<file path="src/rtl/core/tvpi_pkg.sv">
// ----------------------------------------------------------------------------
// tvpi_pkg
// Shared widths and constants for the two-axis velocity PI controller.
// ----------------------------------------------------------------------------
package tvpi_pkg;

   localparam int MUL_A_W = 17;
   localparam int MUL_B_W = 32;
   localparam int MUL_P_W = MUL_A_W + MUL_B_W;

   localparam int CSR_IDX_W  = 3;
   localparam int CSR_DATA_W = 16;

   localparam logic [CSR_IDX_W-1:0] CSR_ENABLED     = 3'd0;
   localparam logic [CSR_IDX_W-1:0] CSR_PROP_GAIN   = 3'd1;
   localparam logic [CSR_IDX_W-1:0] CSR_INTEG_GAIN  = 3'd2;
   localparam logic [CSR_IDX_W-1:0] CSR_MAX_ACCEL   = 3'd3;
   localparam logic [CSR_IDX_W-1:0] CSR_ROLL_LIMIT  = 3'd4;
   localparam logic [CSR_IDX_W-1:0] CSR_PITCH_LIMIT = 3'd5;

   localparam logic [10:0] NEUTRAL_US = 11'd1500;

endpackage

</file>
<file path="src/rtl/core/two_axis_velocity_pi_controller.sv">
// ----------------------------------------------------------------------------
// two_axis_velocity_pi_controller
// Slew-limited speed ramp and a PI law on two axes that produce roll and
// pitch pulse widths. All products go through one shared 17 x 32 multiplier.
// ----------------------------------------------------------------------------
// The result word is registered and is held back in the output state while an older
// result is still stalled. A new input word is accepted only while idle, after the
// previous word has passed the nine sequential uses of the single shared multiplier
// (fewer when disabled, which skips the integral and drive steps).
// Reset clears the ramp, both integrals and all control state, and loads the
// register defaults.
module two_axis_velocity_pi_controller
   import tvpi_pkg::*;
(
   input  logic                    clock,
   input  logic                    reset,
   input  logic                    csr_we,
   input  logic [CSR_IDX_W-1:0]    csr_index,
   input  logic [CSR_DATA_W-1:0]   csr_wdata,
   input  logic                    req_valid,
   output logic                    req_stall,
   input  logic signed [15:0]      req_dir_x,
   input  logic signed [15:0]      req_dir_y,
   input  logic signed [15:0]      req_target_speed,
   input  logic signed [15:0]      req_vel_x,
   input  logic signed [15:0]      req_vel_y,
   input  logic [15:0]             req_time_step,
   input  logic                    req_target_invalid,
   input  logic                    req_velocity_invalid,
   output logic                    rsp_valid,
   input  logic                    rsp_stall,
   output logic [10:0]             rsp_roll_pulse,
   output logic [10:0]             rsp_pitch_pulse,
   output logic signed [15:0]      rsp_ramped_speed
);

   localparam logic [3:0] ST_IDLE = 4'd0;
   localparam logic [3:0] ST_STEP = 4'd1;
   localparam logic [3:0] ST_RAMP = 4'd2;
   localparam logic [3:0] ST_TX   = 4'd3;
   localparam logic [3:0] ST_TY   = 4'd4;
   localparam logic [3:0] ST_PX   = 4'd5;
   localparam logic [3:0] ST_IX   = 4'd6;
   localparam logic [3:0] ST_GX   = 4'd7;
   localparam logic [3:0] ST_PY   = 4'd8;
   localparam logic [3:0] ST_IY   = 4'd9;
   localparam logic [3:0] ST_GY   = 4'd10;
   localparam logic [3:0] ST_FIN  = 4'd11;
   localparam logic [3:0] ST_OUT  = 4'd12;

   localparam int ACC_W = 50;

   // Configuration registers.
   logic        enabled_ff;
   logic [15:0] prop_gain_ff;
   logic [15:0] integ_gain_ff;
   logic [15:0] max_accel_ff;
   logic [8:0]  roll_limit_ff;
   logic [8:0]  pitch_limit_ff;

   always_ff @(posedge clock) begin
      if (reset) begin
         enabled_ff     <= 1'b0;
         prop_gain_ff   <= 16'd0;
         integ_gain_ff  <= 16'd0;
         max_accel_ff   <= 16'd256;
         roll_limit_ff  <= 9'd500;
         pitch_limit_ff <= 9'd500;
      end else if (csr_we) begin
         case (csr_index)
            CSR_ENABLED:     enabled_ff     <= csr_wdata[0];
            CSR_PROP_GAIN:   prop_gain_ff   <= csr_wdata;
            CSR_INTEG_GAIN:  integ_gain_ff  <= csr_wdata;
            CSR_MAX_ACCEL:   max_accel_ff   <= csr_wdata;
            CSR_ROLL_LIMIT:  roll_limit_ff  <= csr_wdata[8:0];
            CSR_PITCH_LIMIT: pitch_limit_ff <= csr_wdata[8:0];
            default: ;
         endcase
      end
   end

   // Sequencer and datapath registers.
   logic [3:0]               state_ff, state_in;
   logic signed [15:0]       dx_ff, dx_in;
   logic signed [15:0]       dy_ff, dy_in;
   logic signed [15:0]       tgt_ff, tgt_in;
   logic signed [15:0]       vx_ff, vx_in;
   logic signed [15:0]       vy_ff, vy_in;
   logic [15:0]              dt_ff, dt_in;
   logic                     tinv_ff, tinv_in;
   logic signed [15:0]       ramp_ff, ramp_in;
   logic signed [31:0]       integ_x_ff, integ_x_in;
   logic signed [31:0]       integ_y_ff, integ_y_in;
   logic signed [18:0]       ex_ff, ex_in;
   logic signed [18:0]       ey_ff, ey_in;
   logic signed [ACC_W-1:0]  acc_ff, acc_in;
   logic [10:0]              roll_ff, roll_in;
   logic [10:0]              pitch_ff, pitch_in;
   logic                     rsp_valid_ff, rsp_valid_in;
   logic [10:0]              rsp_roll_ff, rsp_roll_in;
   logic [10:0]              rsp_pitch_ff, rsp_pitch_in;
   logic signed [15:0]       rsp_ramp_ff, rsp_ramp_in;

   logic signed [MUL_A_W-1:0] mul_a;
   logic signed [MUL_B_W-1:0] mul_b;
   logic signed [MUL_P_W-1:0] prod;

   logic                     req_take;
   logic                     out_free;
   logic [15:0]              step;
   logic signed [17:0]       ramp_dn;
   logic signed [17:0]       dif;
   logic signed [17:0]       mag;
   logic signed [17:0]       step_s;
   logic signed [18:0]       axis_err;
   logic [8:0]               lim_sel;
   logic signed [ACC_W-1:0]  lim;
   logic signed [ACC_W-1:0]  clamped;
   logic signed [ACC_W-1:0]  clamped_neg;
   logic signed [31:0]       integ_sel;
   logic signed [33:0]       integ_sum;
   logic signed [31:0]       integ_sat;

   tvpi_mul u_mul (
      .clock (clock),
      .mul_a (mul_a),
      .mul_b (mul_b),
      .prod  (prod)
   );

   assign req_stall = (state_ff != ST_IDLE);
   assign req_take  = req_valid && (state_ff == ST_IDLE);
   assign out_free  = !rsp_valid_ff || !rsp_stall;

   always_comb begin
      case (state_ff)
         ST_STEP: begin
            mul_a = {1'b0, max_accel_ff};
            mul_b = {16'd0, dt_ff};
         end
         ST_TX: begin
            mul_a = MUL_A_W'(dx_ff);
            mul_b = MUL_B_W'(ramp_ff);
         end
         ST_TY: begin
            mul_a = MUL_A_W'(dy_ff);
            mul_b = MUL_B_W'(ramp_ff);
         end
         ST_PX: begin
            mul_a = {1'b0, prop_gain_ff};
            mul_b = MUL_B_W'(ex_ff);
         end
         ST_IX: begin
            mul_a = {1'b0, integ_gain_ff};
            mul_b = integ_x_ff;
         end
         ST_GX: begin
            mul_a = {1'b0, dt_ff};
            mul_b = MUL_B_W'(ex_ff);
         end
         ST_PY: begin
            mul_a = {1'b0, prop_gain_ff};
            mul_b = MUL_B_W'(ey_ff);
         end
         ST_IY: begin
            mul_a = {1'b0, integ_gain_ff};
            mul_b = integ_y_ff;
         end
         ST_GY: begin
            mul_a = {1'b0, dt_ff};
            mul_b = MUL_B_W'(ey_ff);
         end
         default: begin
            mul_a = '0;
            mul_b = '0;
         end
      endcase
   end

   // Ramp update: the step is the upper half of max_accel times the time step.
   always_comb begin
      step    = prod[31:16];
      step_s  = {2'b00, step};
      ramp_dn = 18'(ramp_ff) - step_s;
      dif     = 18'(tgt_ff) - 18'(ramp_ff);
      mag     = (dif < 0) ? -dif : dif;
   end

   assign axis_err = 19'($signed(prod[31:14]))
                     - ((state_ff == ST_TY) ? 19'(vx_ff) : 19'(vy_ff));

   // Drive clamp and integral saturation, shared by both axes.
   always_comb begin
      lim_sel     = (state_ff == ST_PY) ? roll_limit_ff : pitch_limit_ff;
      lim         = ACC_W'({1'b0, lim_sel, 24'd0});
      if (acc_ff > lim) begin
         clamped = lim;
      end else if (acc_ff < -lim) begin
         clamped = -lim;
      end else begin
         clamped = acc_ff;
      end
      clamped_neg = -clamped;
      integ_sel   = (state_ff == ST_PY) ? integ_x_ff : integ_y_ff;
      integ_sum   = 34'(integ_sel) + prod[41:8];
      if (integ_sum > 34'sh0_7FFF_FFFF) begin
         integ_sat = 32'sh7FFF_FFFF;
      end else if (integ_sum < -34'sh0_8000_0000) begin
         integ_sat = 32'sh8000_0000;
      end else begin
         integ_sat = integ_sum[31:0];
      end
   end

   always_comb begin
      state_in     = state_ff;
      dx_in        = dx_ff;
      dy_in        = dy_ff;
      tgt_in       = tgt_ff;
      vx_in        = vx_ff;
      vy_in        = vy_ff;
      dt_in        = dt_ff;
      tinv_in      = tinv_ff;
      ramp_in      = ramp_ff;
      integ_x_in   = integ_x_ff;
      integ_y_in   = integ_y_ff;
      ex_in        = ex_ff;
      ey_in        = ey_ff;
      acc_in       = acc_ff;
      roll_in      = roll_ff;
      pitch_in     = pitch_ff;
      rsp_valid_in = rsp_valid_ff && rsp_stall;
      rsp_roll_in  = rsp_roll_ff;
      rsp_pitch_in = rsp_pitch_ff;
      rsp_ramp_in  = rsp_ramp_ff;
      case (state_ff)
         ST_IDLE: begin
            if (req_take) begin
               dx_in    = req_target_invalid ? 16'sd0 : req_dir_x;
               dy_in    = req_target_invalid ? 16'sd0 : req_dir_y;
               tgt_in   = req_target_speed;
               vx_in    = req_velocity_invalid ? 16'sd0 : req_vel_x;
               vy_in    = req_velocity_invalid ? 16'sd0 : req_vel_y;
               dt_in    = req_time_step;
               tinv_in  = req_target_invalid;
               state_in = ST_STEP;
            end
         end
         ST_STEP: begin
            state_in = ST_RAMP;
         end
         ST_RAMP: begin
            if (tinv_ff) begin
               ramp_in = (ramp_dn < -18'sd32768) ? -16'sd32768 : ramp_dn[15:0];
            end else if (dif >= 0) begin
               ramp_in = (mag < step_s) ? tgt_ff : 16'(18'(ramp_ff) + step_s);
            end else begin
               ramp_in = (mag < step_s) ? tgt_ff : ramp_dn[15:0];
            end
            state_in = ST_TX;
         end
         ST_TX: begin
            state_in = ST_TY;
         end
         ST_TY: begin
            ex_in    = axis_err;
            state_in = ST_PX;
         end
         ST_PX: begin
            ey_in = axis_err;
            if (enabled_ff) begin
               state_in = ST_IX;
            end else begin
               roll_in  = NEUTRAL_US;
               pitch_in = NEUTRAL_US;
               state_in = ST_OUT;
            end
         end
         ST_IX, ST_IY: begin
            acc_in   = ACC_W'(prod) <<< 8;
            state_in = state_ff + 4'd1;
         end
         ST_GX, ST_GY: begin
            acc_in   = acc_ff + ACC_W'(prod);
            state_in = state_ff + 4'd1;
         end
         ST_PY: begin
            roll_in    = NEUTRAL_US + 11'($signed(clamped[33:24]));
            integ_x_in = integ_sat;
            state_in   = ST_IY;
         end
         ST_FIN: begin
            pitch_in   = NEUTRAL_US + 11'($signed(clamped_neg[33:24]));
            integ_y_in = integ_sat;
            state_in   = ST_OUT;
         end
         ST_OUT: begin
            if (out_free) begin
               rsp_valid_in = 1'b1;
               rsp_roll_in  = roll_ff;
               rsp_pitch_in = pitch_ff;
               rsp_ramp_in  = ramp_ff;
               state_in     = ST_IDLE;
            end
         end
         default: begin
            state_in = ST_IDLE;
         end
      endcase
   end

   always_ff @(posedge clock) begin
      if (reset) begin
         state_ff     <= ST_IDLE;
         ramp_ff      <= 16'sd0;
         integ_x_ff   <= 32'sd0;
         integ_y_ff   <= 32'sd0;
         rsp_valid_ff <= 1'b0;
      end else begin
         state_ff     <= state_in;
         ramp_ff      <= ramp_in;
         integ_x_ff   <= integ_x_in;
         integ_y_ff   <= integ_y_in;
         rsp_valid_ff <= rsp_valid_in;
      end
   end

   always_ff @(posedge clock) begin
      dx_ff        <= dx_in;
      dy_ff        <= dy_in;
      tgt_ff       <= tgt_in;
      vx_ff        <= vx_in;
      vy_ff        <= vy_in;
      dt_ff        <= dt_in;
      tinv_ff      <= tinv_in;
      ex_ff        <= ex_in;
      ey_ff        <= ey_in;
      acc_ff       <= acc_in;
      roll_ff      <= roll_in;
      pitch_ff     <= pitch_in;
      rsp_roll_ff  <= rsp_roll_in;
      rsp_pitch_ff <= rsp_pitch_in;
      rsp_ramp_ff  <= rsp_ramp_in;
   end

   assign rsp_valid        = rsp_valid_ff;
   assign rsp_roll_pulse   = rsp_roll_ff;
   assign rsp_pitch_pulse  = rsp_pitch_ff;
   assign rsp_ramped_speed = rsp_ramp_ff;

endmodule

</file>
<file path="src/rtl/core/tvpi_mul.sv">
// ----------------------------------------------------------------------------
// tvpi_mul
// Shared signed multiplier with a registered product.
// ----------------------------------------------------------------------------
module tvpi_mul
   import tvpi_pkg::*;
(
   input  logic                      clock,
   input  logic signed [MUL_A_W-1:0] mul_a,
   input  logic signed [MUL_B_W-1:0] mul_b,
   output logic signed [MUL_P_W-1:0] prod
);

   logic signed [MUL_P_W-1:0] prod_ff;
   logic signed [MUL_P_W-1:0] prod_in;

   assign prod_in = MUL_P_W'(mul_a) * MUL_P_W'(mul_b);

   always_ff @(posedge clock) begin
      prod_ff <= prod_in;
   end

   assign prod = prod_ff;

endmodule

</file>
<file path="config.mk">
export PLATFORM = sky130hd
export DESIGN_NAME = two_axis_velocity_pi_controller
export DESIGN_NICKNAME = d
export VERILOG_FILES = /design/src/rtl/core/tvpi_pkg.sv /design/src/rtl/core/two_axis_velocity_pi_controller.sv /design/src/rtl/core/tvpi_mul.sv
export SDC_FILE = /design/constraint.sdc
export NUM_CORES = 2
export LEC_CHECK = 0
export ABC_CLOCK_PERIOD_IN_PS = 11600
export BUFFER_PORTS_ARGS = -buffer_cell sky130_fd_sc_hd__buf_4
export CAP_MARGIN = 0
export CORE_MARGIN = 3
export CORE_UTILIZATION = 40
export DETAILED_ROUTE_END_ITERATION = 16
export PLACE_DENSITY_LB_ADDON = 0.08
export SLEW_MARGIN = 20
export SYNTH_ARGS = -nofsm -noshare
export SYNTH_HDL_FRONTEND = slang
export SYNTH_SLANG_ARGS = --single-unit
</file>
<file path="constraint.sdc">
create_clock -name clock -period 11.6 [get_ports clock]
set_input_delay 1.16 -clock clock [delete_from_list [all_inputs] [get_ports clock]]
set_output_delay 1.16 -clock clock [all_outputs]
set_load 0.005 [all_outputs]
</file>
==> reports/metrics.yaml <==
first_iter_violations: 3149
synthDistinctLibCells: 107
synthFlopType: "edfxtp_1"
cp_num_cells: 29
slew_violations: 0
hold_depth: 0
clock_skew_ns: 0.0444
setup_viol: 0
dieArea_mm2: 0.117
hpwl_um: 121000
hp-class: "reg -> reg"
grt_pass1_vias: 36400
r2r_slack_ns: 0.86
crit_type: "reg -> reg"
rsz0062_at_grt: "no"
clkLatencyLatePin_ns: 0.66
root_buffer: "clkbuf_16"
cts_tree: "done"
slowest_delay_ns: 0.92
synth_seq_cells: 446
portBuffers: 161
critPathMaxFanout: 17
antenna_found_initial: 10
synth_edf_count: 245
grt_start_max_net_pins: 92
final_antenna_net_count: 0
slowest_stage: "a222oi_1"
drc: 0
die_h_um: 343
met2_usage_pct: 39.9
grt_pass1_wl_um: 232000
via_count: 36100
finalHoldViolations: 0
dr.pass1.iters: 9
worstMarginPinSlew_ns: 1.19
critPathTopFamily: "adder cells"
post-route-min-period_ns: 10.74
fin_setup_tns_ns: 0
crit_buf_inv: 4
fin_crit_sh_pct: 92.6
post_cts_resized: 0
drv_cap: 0
max_freq_mhz: 93.1
status: "finished clean"
dp_cells: 6522
routedWlPerCell_um: 23.1
die_x_um: 343
cts_hold_buffers: 0
io_pins: 162
wirelength_um: 153000
use_met3_pct: 4.83
use_met1_pct: 37.7
htree_num_levels: 2
synth_nets: 5977
clkTransAtPathRegs_ns: 0.06
ys_seq_area_share_pct: 25.1
synthCells: 5005
post_cts_buffers: 0
finalNonFillerCells: 6622
numClockSinks: 446
grt_usage_pct: 26.1
initial_core_util_pct: 40.6
synth_area_per_cell_um2: 9.06
slew_headroom_pct: 20.7
synthArstFlopShare_pct: 0
ys_warn_count: 0
crit_top_cell: "fa_1"
reg2reg_depth: 29
cts_buffer_depth: 3
place.gp.congestion: 0.930
leakagePower_nw: 22.5
final_layout_size_suffix_gt1_share_pct: 7.99
layout.nets: 6061
startpoint_type: "register"
netlist_area_mm2: 0.0453
routed_via_density: 5.45
syn_to_final_growth_pct: 10.4
crit_required_ns: 12.10
overflow: 0
power.density_mw_per_mm2: 154
rows: 122
cts_buffers: 53
core_mm2: 0.112
irDropWorstVdd_mv: 0.127
arrival_ns: 11.25
grt_busiest_layer: "met2"
critPathCaptureType: "register"
## per-stage QoR
| step | instance area, µm² | util, % | total power [W] | hold slack, ns | worst slack (ns) |
|---|---|---|---|---|---|
| after global placement | 48200 | 43.2 | 0.00594 | 0.402 | 1.25 |
| after global routing | 50000 | 44.8 | 0.00822 | 0.420 | 0.362 |
| after detailed placement | 48200 | 43.2 | 0.00594 | 0.405 | 1.12 |
| final | 50000 | 44.8 | 0.00772 | 0.416 | 0.856 |
| after CTS | 50000 | 44.8 | 0.00771 | 0.418 | 1.08 |
| after floorplan | 45300 | - | 0.00475 | 0.400 | 2.60 |
## worst reg2reg max path, delay by kind of cell, from the launching register on
family	cells	cell delay (ns)
compound gates	10	3.60
simple gates	6	2.23
buf+inv	4	0.38
flops	1	0.40
fa+ha+maj	8	3.84
xor+xnor	1	0.15
## metal layers
metal	up-vias	part of all wire [%]
met4	8	3.4
met2	1205	43
met1	17900	46
met5	-	0.039
li1	16800	-
met3	213	7.4
## synth_stat cells (8+ instances only)
library cell  count  area, µm²
inv_1           682       2560
nand2_1         668       2510
fa_1            528      10600
nor2_1          528       1980
ha_1            322       4030
a21oi_1         275       1380
edfxtp_1        245       7360
dfxtp_1         201       4020
clkbuf_1        188        706
xnor2_1         150       1310
o21ai_0         117        586
nor2b_1         100        626
a21o_1           93        698
a211oi_1         65        488
xor2_1           58        508
nand2b_1         53        332
nand3_1          49        245
a222oi_1         44        440
and3_1           42        263
nor3_1           41        205
o21a_1           35        263
nand4_1          33        206
mux2i_1          30        300
and2_1           28        175
o21bai_1         26        195
a31oi_1          24        150
o22ai_1          21        131
a221o_1          20        200
a22oi_1          20        150
nand3b_1         20        150
and4_1           19        166
o211ai_1         18        135
nor4_1           16        100
or3_1            16        100
o21ai_1          15       75.1
or2_2            15       93.8
buf_1            14       52.6
a221oi_1         12        105
a2111oi_0         9       78.8
a211o_1           9       78.8
o2111ai_1         9       78.8
o31ai_1           8       60.1
## power by group
group          internal (W)  switching, W  leakage [nW]
sequential          0.00191      0.000204          3.90
combinational       0.00144       0.00243          17.8
clock               0.00101      0.000718         0.870
## cells in the final DEF (no fill, tap or decap), types with 21 or more instances in the layout
cell type | synthesis | routed
a211oi_1 | 65 | 62
a21o_1 | 93 | 93
a21oi_1 | 275 | 274
a222oi_1 | 44 | 44
a31oi_1 | 24 | 24
and2_1 | 28 | 26
and3_1 | 42 | 41
buf_4 | 3 | 246
clkbuf_16 | 0 | 54
dfxtp_1 | 201 | 201
edfxtp_1 | 245 | 245
fa_1 | 528 | 528
ha_1 | 322 | 322
inv_1 | 682 | 682
mux2i_1 | 30 | 30
nand2_1 | 668 | 668
nand2b_1 | 53 | 53
nand3_1 | 49 | 49
nand4_1 | 33 | 33
nor2_1 | 528 | 528
nor2b_1 | 100 | 100
nor3_1 | 41 | 40
o21a_1 | 35 | 35
o21ai_0 | 117 | 115
o21bai_1 | 26 | 26
o22ai_1 | 21 | 21
xnor2_1 | 150 | 150
xor2_1 | 58 | 58
## final timing paths
kind	startpoint	end
setup / recovery	state_ff[0]	u_mul.prod[47]
hold / removal	pitch_ff[5]	rsp_pitch_pulse[5]
setup reg to reg	state_ff[0]	u_mul.prod[47]
hold reg to reg	pitch_ff[5]	rsp_pitch_pulse[5]
## cell type report
cell class                      instances  area (µm²)
Antenna cell                            1        2.50
Multi-Input combinational cell       3657       30600
Inverter                              685        2570
Clock inverter                         26         313
Sequential cell                       446       11400
Clock buffer                           73        1450
Timing Repair Buffer                  246        1850
Tap cell                             1488        1860
Fill cell                           11000       61600
## logic make-up (layout without fill, tap and decap cells)
| group | after synthesis | in the layout | synth area share, % |
|---|---|---|---|
| AOI/OAI and AO/OA | 899 | 899 | 13.6 |
| other | 0 | 1 | 0 |
| muxes | 40 | 40 | 1.01 |
| and+or+nand+nor | 1658 | 1658 | 16.4 |
| xor gates and xnor gates | 210 | 210 | 4.11 |
| buffers and inverters | 902 | 1030 | 7.60 |
| DFF | 446 | 446 | 25.1 |
| adders and majority gates | 850 | 850 | 32.2 |
## sequential cells by signal, indices dropped and copies added (netlist names), 19 cells and up
register,count
ex_ff,19
ey_ff,19
u_mul.prod,49
integ_y_ff,32
integ_x_ff,32
acc_ff,50
(Power assumes the default switching activity.)
